[src/rtl/core/nat_pkg.sv]
// Shared types, constants and register map of the note actuator timer bank.
// No dependencies; every module of the block refers here by scoped names.
package nat_pkg;

    // channel counts
    localparam int MAGNET_CHANNELS = 24;
    localparam int SERVO_CHANNELS  = 6;

    // field widths
    localparam int MAG_OUT_W   = 24;
    localparam int NOTE_W      = 5;
    localparam int LEN_W       = 5;
    localparam int EIGHTH_W    = 11;
    localparam int DUTY_W      = 14;
    localparam int COUNT_W     = 16;
    localparam int MAG_IDX_W   = 5;
    localparam int SERVO_IDX_W = 3;
    localparam int POS_W       = 3;

    // only the lowest magnets show on the output mask
    localparam int MASK_CHANNELS =
        (MAGNET_CHANNELS < MAG_OUT_W) ? MAGNET_CHANNELS : MAG_OUT_W;

    // note layout
    localparam int NOTES_PER_GROUP   = 5;
    localparam int MAGNETS_PER_GROUP = 4;
    localparam int NOTE_GROUPS       = 6;
    localparam int LAST_NOTE         = 30;

    // input mode codes
    localparam logic MODE_TICK = 1'b0;
    localparam logic MODE_NOTE = 1'b1;

    // register map (word index in paddr[3:2])
    localparam int PADDR_W = 4;
    localparam logic [1:0] REG_EIGHTH      = 2'd0;
    localparam logic [1:0] REG_DUTY_LEFT   = 2'd1;
    localparam logic [1:0] REG_DUTY_RIGHT  = 2'd2;

    // register reset values
    localparam logic [EIGHTH_W-1:0] EIGHTH_RESET = 11'd250;
    localparam logic [DUTY_W-1:0]   LEFT_RESET   = 14'd819;
    localparam logic [DUTY_W-1:0]   RIGHT_RESET  = 14'd1638;

    localparam int QUEUE_DEPTH = 4;
    localparam int QPTR_W      = 2;

    typedef struct packed {
        logic              mode;
        logic [NOTE_W-1:0] note_number;
        logic [LEN_W-1:0]  length_eighths;
    } t_in_item;

    typedef struct packed {
        logic [MAG_OUT_W-1:0]   magnets_on;
        logic                   servo_update;
        logic [SERVO_IDX_W-1:0] servo_index;
        logic [DUTY_W-1:0]      servo_duty;
    } t_out_item;

    // classified request handed from front to back
    typedef struct packed {
        logic                   is_tick;
        logic                   arm;
        logic [MAG_IDX_W-1:0]   magnet_idx;
        logic [COUNT_W-1:0]     load_val;
        logic                   servo_upd;
        logic [SERVO_IDX_W-1:0] servo_idx;
    } t_cmd;

    // queue handshake seen by the front
    typedef struct packed {
        logic push;
        logic full;
    } t_q_wr;

    // queue handshake seen by the back
    typedef struct packed {
        logic nonempty;
        logic pop;
    } t_q_rd;

endpackage

[src/rtl/core/nat_front.sv]
// Front stage: accepts requests, decodes the note into group, magnet and servo
// and computes the countdown load. Depends on nat_pkg.
module nat_front (
    input  logic                             i_clk,
    input  logic                             i_rst_n,
    input  logic                             i_valid,
    output logic                             o_stall,
    input  nat_pkg::t_in_item                i_item,
    input  logic [nat_pkg::EIGHTH_W-1:0]     i_eighth_ticks,
    input  logic                             i_q_full,
    output logic                             o_q_push,
    output nat_pkg::t_cmd                    o_cmd
);

    logic          r_valid;
    nat_pkg::t_cmd r_cmd;
    nat_pkg::t_cmd n_cmd;
    logic          advance;

    logic                              note_ok;
    logic [nat_pkg::NOTE_W-1:0]        note_m1;
    logic [nat_pkg::SERVO_IDX_W-1:0]   group;
    logic [nat_pkg::POS_W-1:0]         pos;
    logic [nat_pkg::MAG_IDX_W-1:0]     mag_idx;
    logic [nat_pkg::NOTE_W-1:0]        group_base;

    // decode the note
    always_comb begin
        note_ok = (i_item.note_number >= nat_pkg::NOTE_W'(1))
                  && (i_item.note_number <= nat_pkg::NOTE_W'(nat_pkg::LAST_NOTE));
        note_m1 = i_item.note_number - nat_pkg::NOTE_W'(1);
        group   = '0;
        for (int k = 1; k < nat_pkg::NOTE_GROUPS; k++) begin
            if (note_m1 >= nat_pkg::NOTE_W'(k * nat_pkg::NOTES_PER_GROUP)) begin
                group = nat_pkg::SERVO_IDX_W'(k);
            end
        end
        group_base = nat_pkg::NOTE_W'(group * nat_pkg::NOTE_W'(nat_pkg::NOTES_PER_GROUP));
        pos        = nat_pkg::POS_W'(note_m1 - group_base);
        mag_idx    = nat_pkg::MAG_IDX_W'(
                        group * nat_pkg::MAG_IDX_W'(nat_pkg::MAGNETS_PER_GROUP))
                     + nat_pkg::MAG_IDX_W'(pos) - nat_pkg::MAG_IDX_W'(1);
    end

    // build the classified request
    always_comb begin
        n_cmd            = '0;
        n_cmd.is_tick    = (i_item.mode == nat_pkg::MODE_TICK);
        n_cmd.magnet_idx = mag_idx;
        n_cmd.servo_idx  = group;
        // 5 x 11 bit product never exceeds 16 bits
        n_cmd.load_val   = nat_pkg::COUNT_W'(i_item.length_eighths)
                           * nat_pkg::COUNT_W'(i_eighth_ticks);
        if (i_item.mode == nat_pkg::MODE_NOTE && note_ok) begin
            // open string (first note of a group) arms nothing
            n_cmd.arm       = (pos != '0)
                              && ({1'b0, mag_idx} < (nat_pkg::MAG_IDX_W + 1)'(
                                     nat_pkg::MAGNET_CHANNELS));
            n_cmd.servo_upd = ({1'b0, group} < (nat_pkg::SERVO_IDX_W + 1)'(
                                  nat_pkg::SERVO_CHANNELS));
        end
    end

    // stage register moves when empty or when the queue takes it
    assign advance  = !r_valid || !i_q_full;
    assign o_stall  = !advance;
    assign o_q_push = r_valid && !i_q_full;
    assign o_cmd    = r_cmd;

    always_ff @(posedge i_clk) begin
        if (!i_rst_n) begin
            r_valid <= 1'b0;
        end else if (advance) begin
            r_valid <= i_valid;
        end
    end

    always_ff @(posedge i_clk) begin
        if (advance && i_valid) begin
            r_cmd <= n_cmd;
        end
    end

endmodule

[src/rtl/core/nat_queue.sv]
// Short request queue between the front and back stages.
// Depends on nat_pkg for the request type and depth.
module nat_queue (
    input  logic          i_clk,
    input  logic          i_rst_n,
    input  nat_pkg::t_cmd i_cmd,
    input  logic          i_push,
    output logic          o_full,
    output nat_pkg::t_cmd o_head,
    output logic          o_nonempty,
    input  logic          i_pop
);

    nat_pkg::t_cmd                 r_mem [nat_pkg::QUEUE_DEPTH];
    logic [nat_pkg::QPTR_W-1:0]    r_wr_ptr;
    logic [nat_pkg::QPTR_W-1:0]    r_rd_ptr;
    logic [nat_pkg::QPTR_W:0]      r_count;
    logic                          do_push;
    logic                          do_pop;

    assign o_full     = (r_count == (nat_pkg::QPTR_W + 1)'(nat_pkg::QUEUE_DEPTH));
    assign o_nonempty = (r_count != '0);
    assign o_head     = r_mem[r_rd_ptr];
    assign do_push    = i_push && !o_full;
    assign do_pop     = i_pop && o_nonempty;

    // pointers and fill count
    always_ff @(posedge i_clk) begin
        if (!i_rst_n) begin
            r_wr_ptr <= '0;
            r_rd_ptr <= '0;
            r_count  <= '0;
        end else begin
            if (do_push) begin
                r_wr_ptr <= r_wr_ptr + nat_pkg::QPTR_W'(1);
            end
            if (do_pop) begin
                r_rd_ptr <= r_rd_ptr + nat_pkg::QPTR_W'(1);
            end
            if (do_push && !do_pop) begin
                r_count <= r_count + (nat_pkg::QPTR_W + 1)'(1);
            end else if (do_pop && !do_push) begin
                r_count <= r_count - (nat_pkg::QPTR_W + 1)'(1);
            end
        end
    end

    // storage
    always_ff @(posedge i_clk) begin
        if (do_push) begin
            r_mem[r_wr_ptr] <= i_cmd;
        end
    end

endmodule

[src/rtl/core/nat_back.sv]
// Back stage: magnet countdowns, servo positions and the output register.
// Depends on nat_pkg.
module nat_back (
    input  logic                         i_clk,
    input  logic                         i_rst_n,
    input  nat_pkg::t_cmd                i_cmd,
    input  logic                         i_q_nonempty,
    output logic                         o_q_pop,
    input  logic [nat_pkg::DUTY_W-1:0]   i_duty_left,
    input  logic [nat_pkg::DUTY_W-1:0]   i_duty_right,
    output logic                         o_valid,
    input  logic                         i_stall,
    output nat_pkg::t_out_item           o_item
);

    logic [nat_pkg::COUNT_W-1:0] r_count [nat_pkg::MAGNET_CHANNELS];
    logic [nat_pkg::COUNT_W-1:0] n_count [nat_pkg::MAGNET_CHANNELS];
    logic                        r_right [nat_pkg::SERVO_CHANNELS];
    logic                        n_right [nat_pkg::SERVO_CHANNELS];
    logic                        r_valid;
    nat_pkg::t_out_item          r_item;
    nat_pkg::t_out_item          n_item;
    logic                        pop;

    assign pop     = i_q_nonempty && (!r_valid || !i_stall);
    assign o_q_pop = pop;
    assign o_valid = r_valid;
    assign o_item  = r_item;

    // per-channel countdown update
    always_comb begin
        for (int i = 0; i < nat_pkg::MAGNET_CHANNELS; i++) begin
            n_count[i] = r_count[i];
            if (i_cmd.is_tick) begin
                if (r_count[i] != '0) begin
                    n_count[i] = r_count[i] - nat_pkg::COUNT_W'(1);
                end
            end else if (i_cmd.arm && i_cmd.magnet_idx == nat_pkg::MAG_IDX_W'(i)) begin
                n_count[i] = i_cmd.load_val;
            end
        end
    end

    // servo toggle and result assembly
    always_comb begin
        n_item = '0;
        for (int s = 0; s < nat_pkg::SERVO_CHANNELS; s++) begin
            n_right[s] = r_right[s];
            if (i_cmd.servo_upd && i_cmd.servo_idx == nat_pkg::SERVO_IDX_W'(s)) begin
                n_right[s]        = !r_right[s];
                n_item.servo_duty = n_right[s] ? i_duty_right : i_duty_left;
            end
        end
        n_item.servo_update = i_cmd.servo_upd;
        n_item.servo_index  = i_cmd.servo_upd ? i_cmd.servo_idx : '0;
        for (int i = 0; i < nat_pkg::MASK_CHANNELS; i++) begin
            n_item.magnets_on[i] = (n_count[i] != '0);
        end
    end

    // state registers
    always_ff @(posedge i_clk) begin
        if (!i_rst_n) begin
            for (int i = 0; i < nat_pkg::MAGNET_CHANNELS; i++) begin
                r_count[i] <= '0;
            end
            for (int s = 0; s < nat_pkg::SERVO_CHANNELS; s++) begin
                r_right[s] <= 1'b0;
            end
        end else if (pop) begin
            r_count <= n_count;
            r_right <= n_right;
        end
    end

    // output register
    always_ff @(posedge i_clk) begin
        if (!i_rst_n) begin
            r_valid <= 1'b0;
        end else if (pop) begin
            r_valid <= 1'b1;
        end else if (!i_stall) begin
            r_valid <= 1'b0;
        end
    end

    always_ff @(posedge i_clk) begin
        if (pop) begin
            r_item <= n_item;
        end
    end

endmodule

[src/rtl/core/note_actuator_timer_bank.sv]
// Top level of the note actuator timer bank: register file, front, queue, back.
// Depends on nat_pkg, nat_front, nat_queue and nat_back.
//
//  channel   direction  handshake                      payload
//  in        input      i_in_valid / o_in_stall        nat_pkg::t_in_item
//  out       output     o_out_valid / i_out_stall      nat_pkg::t_out_item
//  config    input      psel penable pwrite pready     paddr[3:2] word, pwdata/prdata
//
// One request per cycle while the output is not stalled; a result passes the front register,
// the queue write and the output register before o_out_valid rises.
// The four-entry queue lets the front keep taking requests while the output stalls.
// Synchronous active-low reset clears countdowns and servo positions and loads the register reset values.
module note_actuator_timer_bank (
    input  logic                          i_clk,
    input  logic                          i_rst_n,
    input  logic                          i_in_valid,
    output logic                          o_in_stall,
    input  nat_pkg::t_in_item             i_in,
    output logic                          o_out_valid,
    input  logic                          i_out_stall,
    output nat_pkg::t_out_item            o_out,
    input  logic                          psel,
    input  logic                          penable,
    input  logic                          pwrite,
    input  logic [nat_pkg::PADDR_W-1:0]   paddr,
    input  logic [31:0]                   pwdata,
    output logic [31:0]                   prdata,
    output logic                          pready
);

    logic [nat_pkg::EIGHTH_W-1:0] r_eighth;
    logic [nat_pkg::DUTY_W-1:0]   r_left;
    logic [nat_pkg::DUTY_W-1:0]   r_right;
    logic                         wr_en;

    nat_pkg::t_q_wr q_wr;
    nat_pkg::t_q_rd q_rd;
    nat_pkg::t_cmd  front_cmd;
    nat_pkg::t_cmd  head_cmd;

    // configuration registers
    assign pready = 1'b1;
    assign wr_en  = psel && penable && pwrite && pready;

    always_ff @(posedge i_clk) begin
        if (!i_rst_n) begin
            r_eighth <= nat_pkg::EIGHTH_RESET;
            r_left   <= nat_pkg::LEFT_RESET;
            r_right  <= nat_pkg::RIGHT_RESET;
        end else if (wr_en) begin
            case (paddr[3:2])
                nat_pkg::REG_EIGHTH:     r_eighth <= pwdata[nat_pkg::EIGHTH_W-1:0];
                nat_pkg::REG_DUTY_LEFT:  r_left   <= pwdata[nat_pkg::DUTY_W-1:0];
                nat_pkg::REG_DUTY_RIGHT: r_right  <= pwdata[nat_pkg::DUTY_W-1:0];
                default: ;
            endcase
        end
    end

    // register read mux
    always_comb begin
        case (paddr[3:2])
            nat_pkg::REG_EIGHTH:     prdata = 32'(r_eighth);
            nat_pkg::REG_DUTY_LEFT:  prdata = 32'(r_left);
            nat_pkg::REG_DUTY_RIGHT: prdata = 32'(r_right);
            default:                 prdata = '0;
        endcase
    end

    nat_front u_front (
        .i_clk          (i_clk),
        .i_rst_n        (i_rst_n),
        .i_valid        (i_in_valid),
        .o_stall        (o_in_stall),
        .i_item         (i_in),
        .i_eighth_ticks (r_eighth),
        .i_q_full       (q_wr.full),
        .o_q_push       (q_wr.push),
        .o_cmd          (front_cmd)
    );

    nat_queue u_queue (
        .i_clk      (i_clk),
        .i_rst_n    (i_rst_n),
        .i_cmd      (front_cmd),
        .i_push     (q_wr.push),
        .o_full     (q_wr.full),
        .o_head     (head_cmd),
        .o_nonempty (q_rd.nonempty),
        .i_pop      (q_rd.pop)
    );

    nat_back u_back (
        .i_clk        (i_clk),
        .i_rst_n      (i_rst_n),
        .i_cmd        (head_cmd),
        .i_q_nonempty (q_rd.nonempty),
        .o_q_pop      (q_rd.pop),
        .i_duty_left  (r_left),
        .i_duty_right (r_right),
        .o_valid      (o_out_valid),
        .i_stall      (i_out_stall),
        .o_item       (o_out)
    );

    // a result without a servo move carries zero index and duty
    a_no_move_zero: assert property (@(posedge i_clk) disable iff (!i_rst_n)
        (o_out_valid && !o_out.servo_update) |->
            (o_out.servo_index == '0 && o_out.servo_duty == '0))
        else $error("servo fields nonzero without a servo move");

    // a reported servo is always one that exists
    a_servo_range: assert property (@(posedge i_clk) disable iff (!i_rst_n)
        (o_out_valid && o_out.servo_update) |->
            (o_out.servo_index < nat_pkg::SERVO_IDX_W'(nat_pkg::SERVO_CHANNELS)))
        else $error("servo index out of range");

    // the front never pushes into a full queue
    a_no_overflow: assert property (@(posedge i_clk) disable iff (!i_rst_n)
        q_wr.full |-> !q_wr.push)
        else $error("push into full queue");

    // nothing comes out in the cycle after reset
    a_reset_idle: assert property (@(posedge i_clk) disable iff (!i_rst_n)
        $past(!i_rst_n) |-> !o_out_valid)
        else $error("output valid right after reset");

endmodule

[config.mk]
export PLATFORM = sky130hd
export DESIGN_NAME = note_actuator_timer_bank
export DESIGN_NICKNAME = d
export VERILOG_FILES = /design/src/rtl/core/nat_pkg.sv /design/src/rtl/core/nat_front.sv /design/src/rtl/core/nat_queue.sv /design/src/rtl/core/nat_back.sv /design/src/rtl/core/note_actuator_timer_bank.sv
export SDC_FILE = /design/constraint.sdc
export NUM_CORES = 2
export LEC_CHECK = 0
export BUFFER_PORTS_ARGS = -buffer_cell sky130_fd_sc_hd__buf_2
export CORE_AREA = 2 2 269 271
export DETAILED_ROUTE_END_ITERATION = 10
export DIE_AREA = 0 0 271 273
export PLACE_DENSITY = 0.75
export REMOVE_ABC_BUFFERS = 1
export SETUP_SLACK_MARGIN = 0.4
export SYNTH_ARGS = -nofsm -noshare
export SYNTH_HDL_FRONTEND = slang
export SYNTH_HIERARCHICAL = 1
export SYNTH_SLANG_ARGS = --single-unit
export TNS_END_PERCENT = 50
[constraint.sdc]
create_clock -name i_clk -period 6 [get_ports i_clk]
set_clock_uncertainty 0.05 [all_clocks]
set_input_delay 0.6 -clock i_clk [delete_from_list [all_inputs] [get_ports i_clk]]
set_output_delay 0.6 -clock i_clk [all_outputs]
set_load 0.02 [all_outputs]
# Word-level counts from Yosys, hierarchy flattened

Memory sizes are Yosys's and may differ from the RTL's. A register that Yosys moved wholly into a read port is not among the register bits.
Cells that the tools add are included.

Order comparisons: 9
Shifts and indexed selects: 0
Equality and inequality tests: 32
Div/mod/pow operators: 0
Bitwise logic cells: 1
Mux-type cells: 98
Add/subtract/negate cells: 32
Multiply operators: 2
Reduce and logical (&&, ||, !) cells: 120

Operator list:

| kind                                                 | count |
|---|---|
| two-way mux 16 bit                                   | 72 |
| nonzero test 16 bit                                  | 48 |
| subtractor 16 x 1 -> 16 bit (second input constant)  | 24 |
| two-way mux 14 bit                                   | 12 |
| logical AND 1 bit                                    | 42 |
| case mux 14 bit (3 select lines)                     | 1 |
| == test 5 x 4 -> 1 bit (second input constant)       | 8 |
| == test 5 bit (second input constant)                | 8 |
| == test 5 x 3 -> 1 bit (second input constant)       | 4 |
| two-way mux 3 bit                                    | 6 |
| AND reduction 2 bit                                  | 9 |
| multiplier 5 x 11 -> 16 bit                          | 1 |
| zero test 1 bit                                      | 13 |
| == test 5 x 2 -> 1 bit (second input constant)       | 2 |
| >= comparator 5 x 4 -> 1 bit (second input constant) | 2 |
| >= comparator 5 bit (second input constant)          | 2 |
| subtractor 5 x 1 -> 5 bit (second input constant)    | 2 |
| == test 3 bit (second input constant)                | 3 |
| == test 3 x 2 -> 1 bit (second input constant)       | 2 |
| nonzero test 3 bit                                   | 2 |
| adder 5 x 3 -> 5 bit                                 | 1 |
| == test 5 x 1 -> 1 bit (second input constant)       | 1 |
| >= comparator 5 x 1 -> 1 bit (second input constant) | 1 |
| >= comparator 5 x 3 -> 1 bit (second input constant) | 1 |
| other kinds (20)                                     | 27 |

Register bits: 507
Logic and storage cells: 343
Memories: 1
RAM bits: 108
Bits in latches: 0
ROM bits: 0
Output and inout bits: 77

Memory list:

| memory        | depth | bits a word | rd ports | clocked after memory_dff | write ports | line            | RTL |
|---|---|---|---|---|---|---|---|
| u_queue.r_mem | 4     | 27          | 1        | 1                        | 1           | nat_queue.sv:14 | `nat_pkg::t_cmd r_mem [nat_pkg::QUEUE_DEPTH];` |

# Longest topological paths before layout

Word-level depth: 13
Mapped depth: 20
Depth with buffers taken out: 19

# Modules after synthesis

The synthesis kept the hierarchy.

Modules (own cells, without submodules):

| module                   | times used | cells each | sequential area each (um^2) | area each (um^2) |
|---|---|---|---|---|
| nat_back                 | 1          | 4,376      | 9,088.7                     | 31,579.0 |
| nat_queue                | 1          | 189        | 3,423.3                     | 4,430.5 |
| nat_front                | 1          | 293        | 830.8                       | 2,986.6 |
| note_actuator_timer_bank | 1          | 231        | 780.7                       | 1,995.7 |

# Worst setup path before layout

No wires, ideal clock.

Path kind: input-to-reg
From: input port i_in[5] in the netlist's numbering
To: register u_front.r_cmd (netlist bit u_front/o_cmd[25]) (data pin)
Arrival time: 4.256 ns
Setup slack: 1.410 ns
Stages: 19
Buffers on the path: 0
Cells stage by stage: inv_1 -> ha_1 -> xnor2_1 -> nand3b_1 -> o21a_1 -> a22o_1 -> a21oi_1 -> ha_1 -> nand2_1 -> o21ai_0 -> fa_1 -> xor2_1 -> ha_1 -> inv_1 -> ha_1 -> a21o_1 -> a21oi_1 -> xor2_1 -> a221oi_2

Longest elaborated chain between the ends: 13
Elaborated cells between the ends (all ways): 22

Ends and longest elaborated chain:

| item                           | line                           | RTL |
|---|---|---|
| start, declared                | note_actuator_timer_bank.sv:18 | `input nat_pkg::t_in_item i_in,` |
| subtractor 5 x 1 -> 5 bit *    | nat_front.sv:31                | `note_m1 = i_item.note_number - nat_pkg::NOTE_W'(1);` |
| >= comparator 5 x 3 -> 1 bit   | nat_front.sv:34                | `if (note_m1 >= nat_pkg::NOTE_W'(k * nat_pkg::NOTES_PER_GROUP)) begin` |
| two-way mux 1 bit              | nat_front.sv:34                |  |
| two-way mux 3 bit (3 in a row) | nat_front.sv:34                |  |
| two-way mux 3 bit *            | nat_front.sv:34                |  |
| net u_front.group (one bit)    | nat_front.sv:22                | `logic [nat_pkg::SERVO_IDX_W-1:0] group;` |
| multiplier 3 x 3 -> 3 bit      | nat_front.sv:38                | `group_base = nat_pkg::NOTE_W'(group * nat_pkg::NOTE_W'(nat_pkg::NOTES_PER_GROUP));` |
| subtractor 3 bit               | nat_front.sv:39                | `pos = nat_pkg::POS_W'(note_m1 - group_base);` |
| adder 5 x 3 -> 5 bit *         | nat_front.sv:42                | `+ nat_pkg::MAG_IDX_W'(pos) - nat_pkg::MAG_IDX_W'(1);` |
| subtractor 5 x 1 -> 5 bit *    | nat_front.sv:42                |  |
| net u_front.mag_idx (one bit)  | nat_front.sv:24                | `logic [nat_pkg::MAG_IDX_W-1:0] mag_idx;` |
| less-than comparator 5 bit *   | nat_front.sv:57                | `&& ({1'b0, mag_idx} < (nat_pkg::MAG_IDX_W + 1)'(` |
| logical AND 1 bit *            | nat_front.sv:57                |  |
| end signal, assigned           | nat_front.sv:80                | `r_cmd <= n_cmd;` |
| end, declared                  | nat_front.sv:16                | `nat_pkg::t_cmd r_cmd;` |

Mark *: on every way through the listed nets, which the timed path passes. The rest lies on a longest branch.
A chain may end at the register's enable or synchronous reset.

# Final worst setup path

Same ends and word-level chain as after synthesis.

==> run summary <==
Run status - complete, no violations
Cell Area, Synth - 0.0410 mm²
Yosys top cell area share - 0.215
Number of CTS-inserted buffers - 72
Largest net degree at the start of global routing - 168
Cells on worst reg2reg path - 10
All-Layer GR Usage - 0.350
RSZ-0062 raised after global routing - false
Cell family with most CP delay - adder cells
Final Hold Fails - 0
Setup crit end kind - register
Max Transition Viols Final - 0
Worst Path Arrival - 5.03 ns
Critical path's slowest cell - xnor2_1
Hold buffers post-CTS - 0
Critical path class - primary input to register
DR pass1 iterations - 6
Avg Cell Area, Syn - 8.05 µm²
Vias post-DR - 40.9k
Register area - 0.0141 mm²
Skew-Pair Late Insertion Delay - 0.63 ns
Primary FF master, synth - dfxtp_1
CTS Root Cell - clkbuf_16
Seq/Total Area, Yosys - 0.345
Fill count - 6151
Post-DP HPWL - 88000 µm
Final setup violation count - 0
Worst-margin pin slew - 1.19 ns
Worst path required time - 6.30 ns
Startpoint Class - primary input
Minimum clock period - 4.73 ns
Via-per-instance ratio - 6.83
Core area - 0.0710 mm²
Number of setup buffers added after CTS - 0
CTS tree - done
Global-route wire length before repair - 208000 µm
Commonest cells after routing, fill and taps aside - nor2_1 (612), nand2_1 (569), dfxtp_1 (439), a21oi_1 (317), o21ai_0 (211)
Hold Path Origin - i_in_valid
Max Cap Violations - 0
Min-delay worst type - primary input to register
Die ar. - 0.0740 mm²
Die height - 273 µm
Number of global-route vias before repair - 37.2k
Initial Util - 0.577
Antenna Violating Nets Remaining - 0
Commonest non-fill, non-tap cell in the layout - nor2_1
Yosys warns - 6
Post-synth EDFFs - 177
Die X - 271 µm
Max Clk Rate - 0.211 GHz
Clock transition at path regs - 0.06 ns
Worst hold slack - 0.160 ns
CP Launch Point - i_in[5]
Slew headroom - 0.200
Crit path buffers/inverters - 3
Critical Path, Cell by Cell - buf_2 > inv_1 > ha_1 > xnor2_1 > nand3b_1 > o21a_1 > a22o_1 > a21oi_1 > ha_1 > nand2_1 > o21ai_0 > fa_1 > xor2_1 > ha_1 > inv_1 > ha_1 > a21o_1 > a21oi_1 > xor2_1 > a221oi_2
CP most frequent cell - ha_1
Sink Count - 617
Multi-input logic area - 0.0248 mm²
Synth top area cells - dfxtp_1 (21%), edfxtp_1 (13%), nor2_1 (5.6%), nand2_1 (5.2%), a21oi_1 (3.9%)
Rows - 98
Slowest stage delay, CP - 0.52 ns
Leading area contributor after synthesis - dfxtp_1
Iter 0 DRT Violations - 5399
Hold Path Depth - 2
Port bufs - 91
Area Growth Syn to Fin - 8.09%
GPL Wtd Cong - 0.968
Bufs on Longest Clock Path - 3
Top-Level Pins - 131
H-tree lvl count - 3
Largest fanout on the critical path - 9
Util after Layout - 0.624
Layout Nets - 5148
Unique masters post-synth - 106
Period utilisation layout - 0.789
DRT Wirelength - 135000 µm
Layout cells sized above 1 - 0.0831
DRC Markers - 0
Asr flop ratio synth - 0
Overflow after GRT - 0
Initial antenna violation count - 3
Critical path depth - 20
CTS-repair resized insts - 0
Seq cells post-synth - 617
Wire length per cell - 22.5 µm
Synthesized instance count - 5089
flip-flops by register name, indices dropped and copies added, names as in the netlist, named ones only:
register / cells
u_back/r_count: 384
u_queue/r_mem: 108
u_back/o_item: 42
u_front/o_cmd: 27
r_left: 14
r_right: 14
r_eighth: 11
u_back/r_right: 6
u_queue/r_count: 3
u_queue/r_rd_ptr: 2
u_queue/r_wr_ptr: 2
u_back/o_valid: 1
u_front/r_valid: 1
metal layers:
metal / global-route usage / vias up / wire, µm
li1: - / 19000 / -
met1: 0.450 / 19300 / 53700
met2: 0.547 / 2130 / 59400
met3: 0.0706 / 432 / 13400
met4: 0.203 / 4 / 8060
met5: 0 / - / 28
stage by stage:
stage | worst slack, ns | instances | area (µm²) | TNS [ns]
after global placement | 0.814 | 5851 | 41900 | 0
after global routing | 0.957 | 5983 | 44300 | 0
after floorplan | -14.40 | 4717 | 39400 | -5228.37
after CTS | 1.36 | 5983 | 44300 | 0
final | 1.27 | 5984 | 44300 | 0
after detailed placement | 0.716 | 5851 | 41900 | 0
kinds of logic (layout without fill, tap and decap cells):
family | Yosys count | after routing | synth area share
adders and majority gates | 119 | 119 | 0.0418
muxes | 118 | 118 | 0.0378
buffers and inverters | 540 | 467 | 0.0540
and+or+nand+nor | 2255 | 2255 | 0.274
other | 2 | 20 | 0.000183
xor gates and xnor gates | 32 | 32 | 0.00684
AOI/OAI and AO/OA | 1406 | 1406 | 0.240
DFF | 617 | 617 | 0.345
layout make-up:
type                       instances  area share
clock inverter                    28     0.00864
multi-input combinational       3949       0.559
tap                              950      0.0268
timing repair buffer             184      0.0275
clock buffer                     104      0.0461
sequential                       617       0.319
inverter                         151      0.0132
antenna                            1   0.0000565
path summary, 6_finish.rpt:
check,to,slack [ns]
worst max register to register,u_back/o_item[41]$_DFFE_PP_,1.31
worst min-delay path,u_front/r_valid$_SDFFE_PN0N_,0.16
worst min register to register,u_back/r_count[378]$_SDFFE_PN0P_,0.43
worst max-delay path,u_front/o_cmd[25]$_SDFFCE_PN0P_,1.27
Yosys cell counts, drive strengths merged, types with 30 or more instances:
master  count
a211oi    191
a21oi     317
a221oi     39
a311oi     31
a31oi      47
and2       96
and3       43
buf        84
clkbuf    305
dfxtp     440
edfxtp    177
fa         30
ha         89
inv       149
mux2i      78
nand2     570
nand2b     36
nand3     162
nand4      78
nor2      613
nor2b      34
nor3      189
nor4      128
o211ai     85
o21a       46
o21ai     216
o221ai     34
o311a      34
or3        70
or4        69
Power is left out: the tool's default activity adds up to more than one toggle a clock period on the data nets, which glitch-free logic cannot reach.
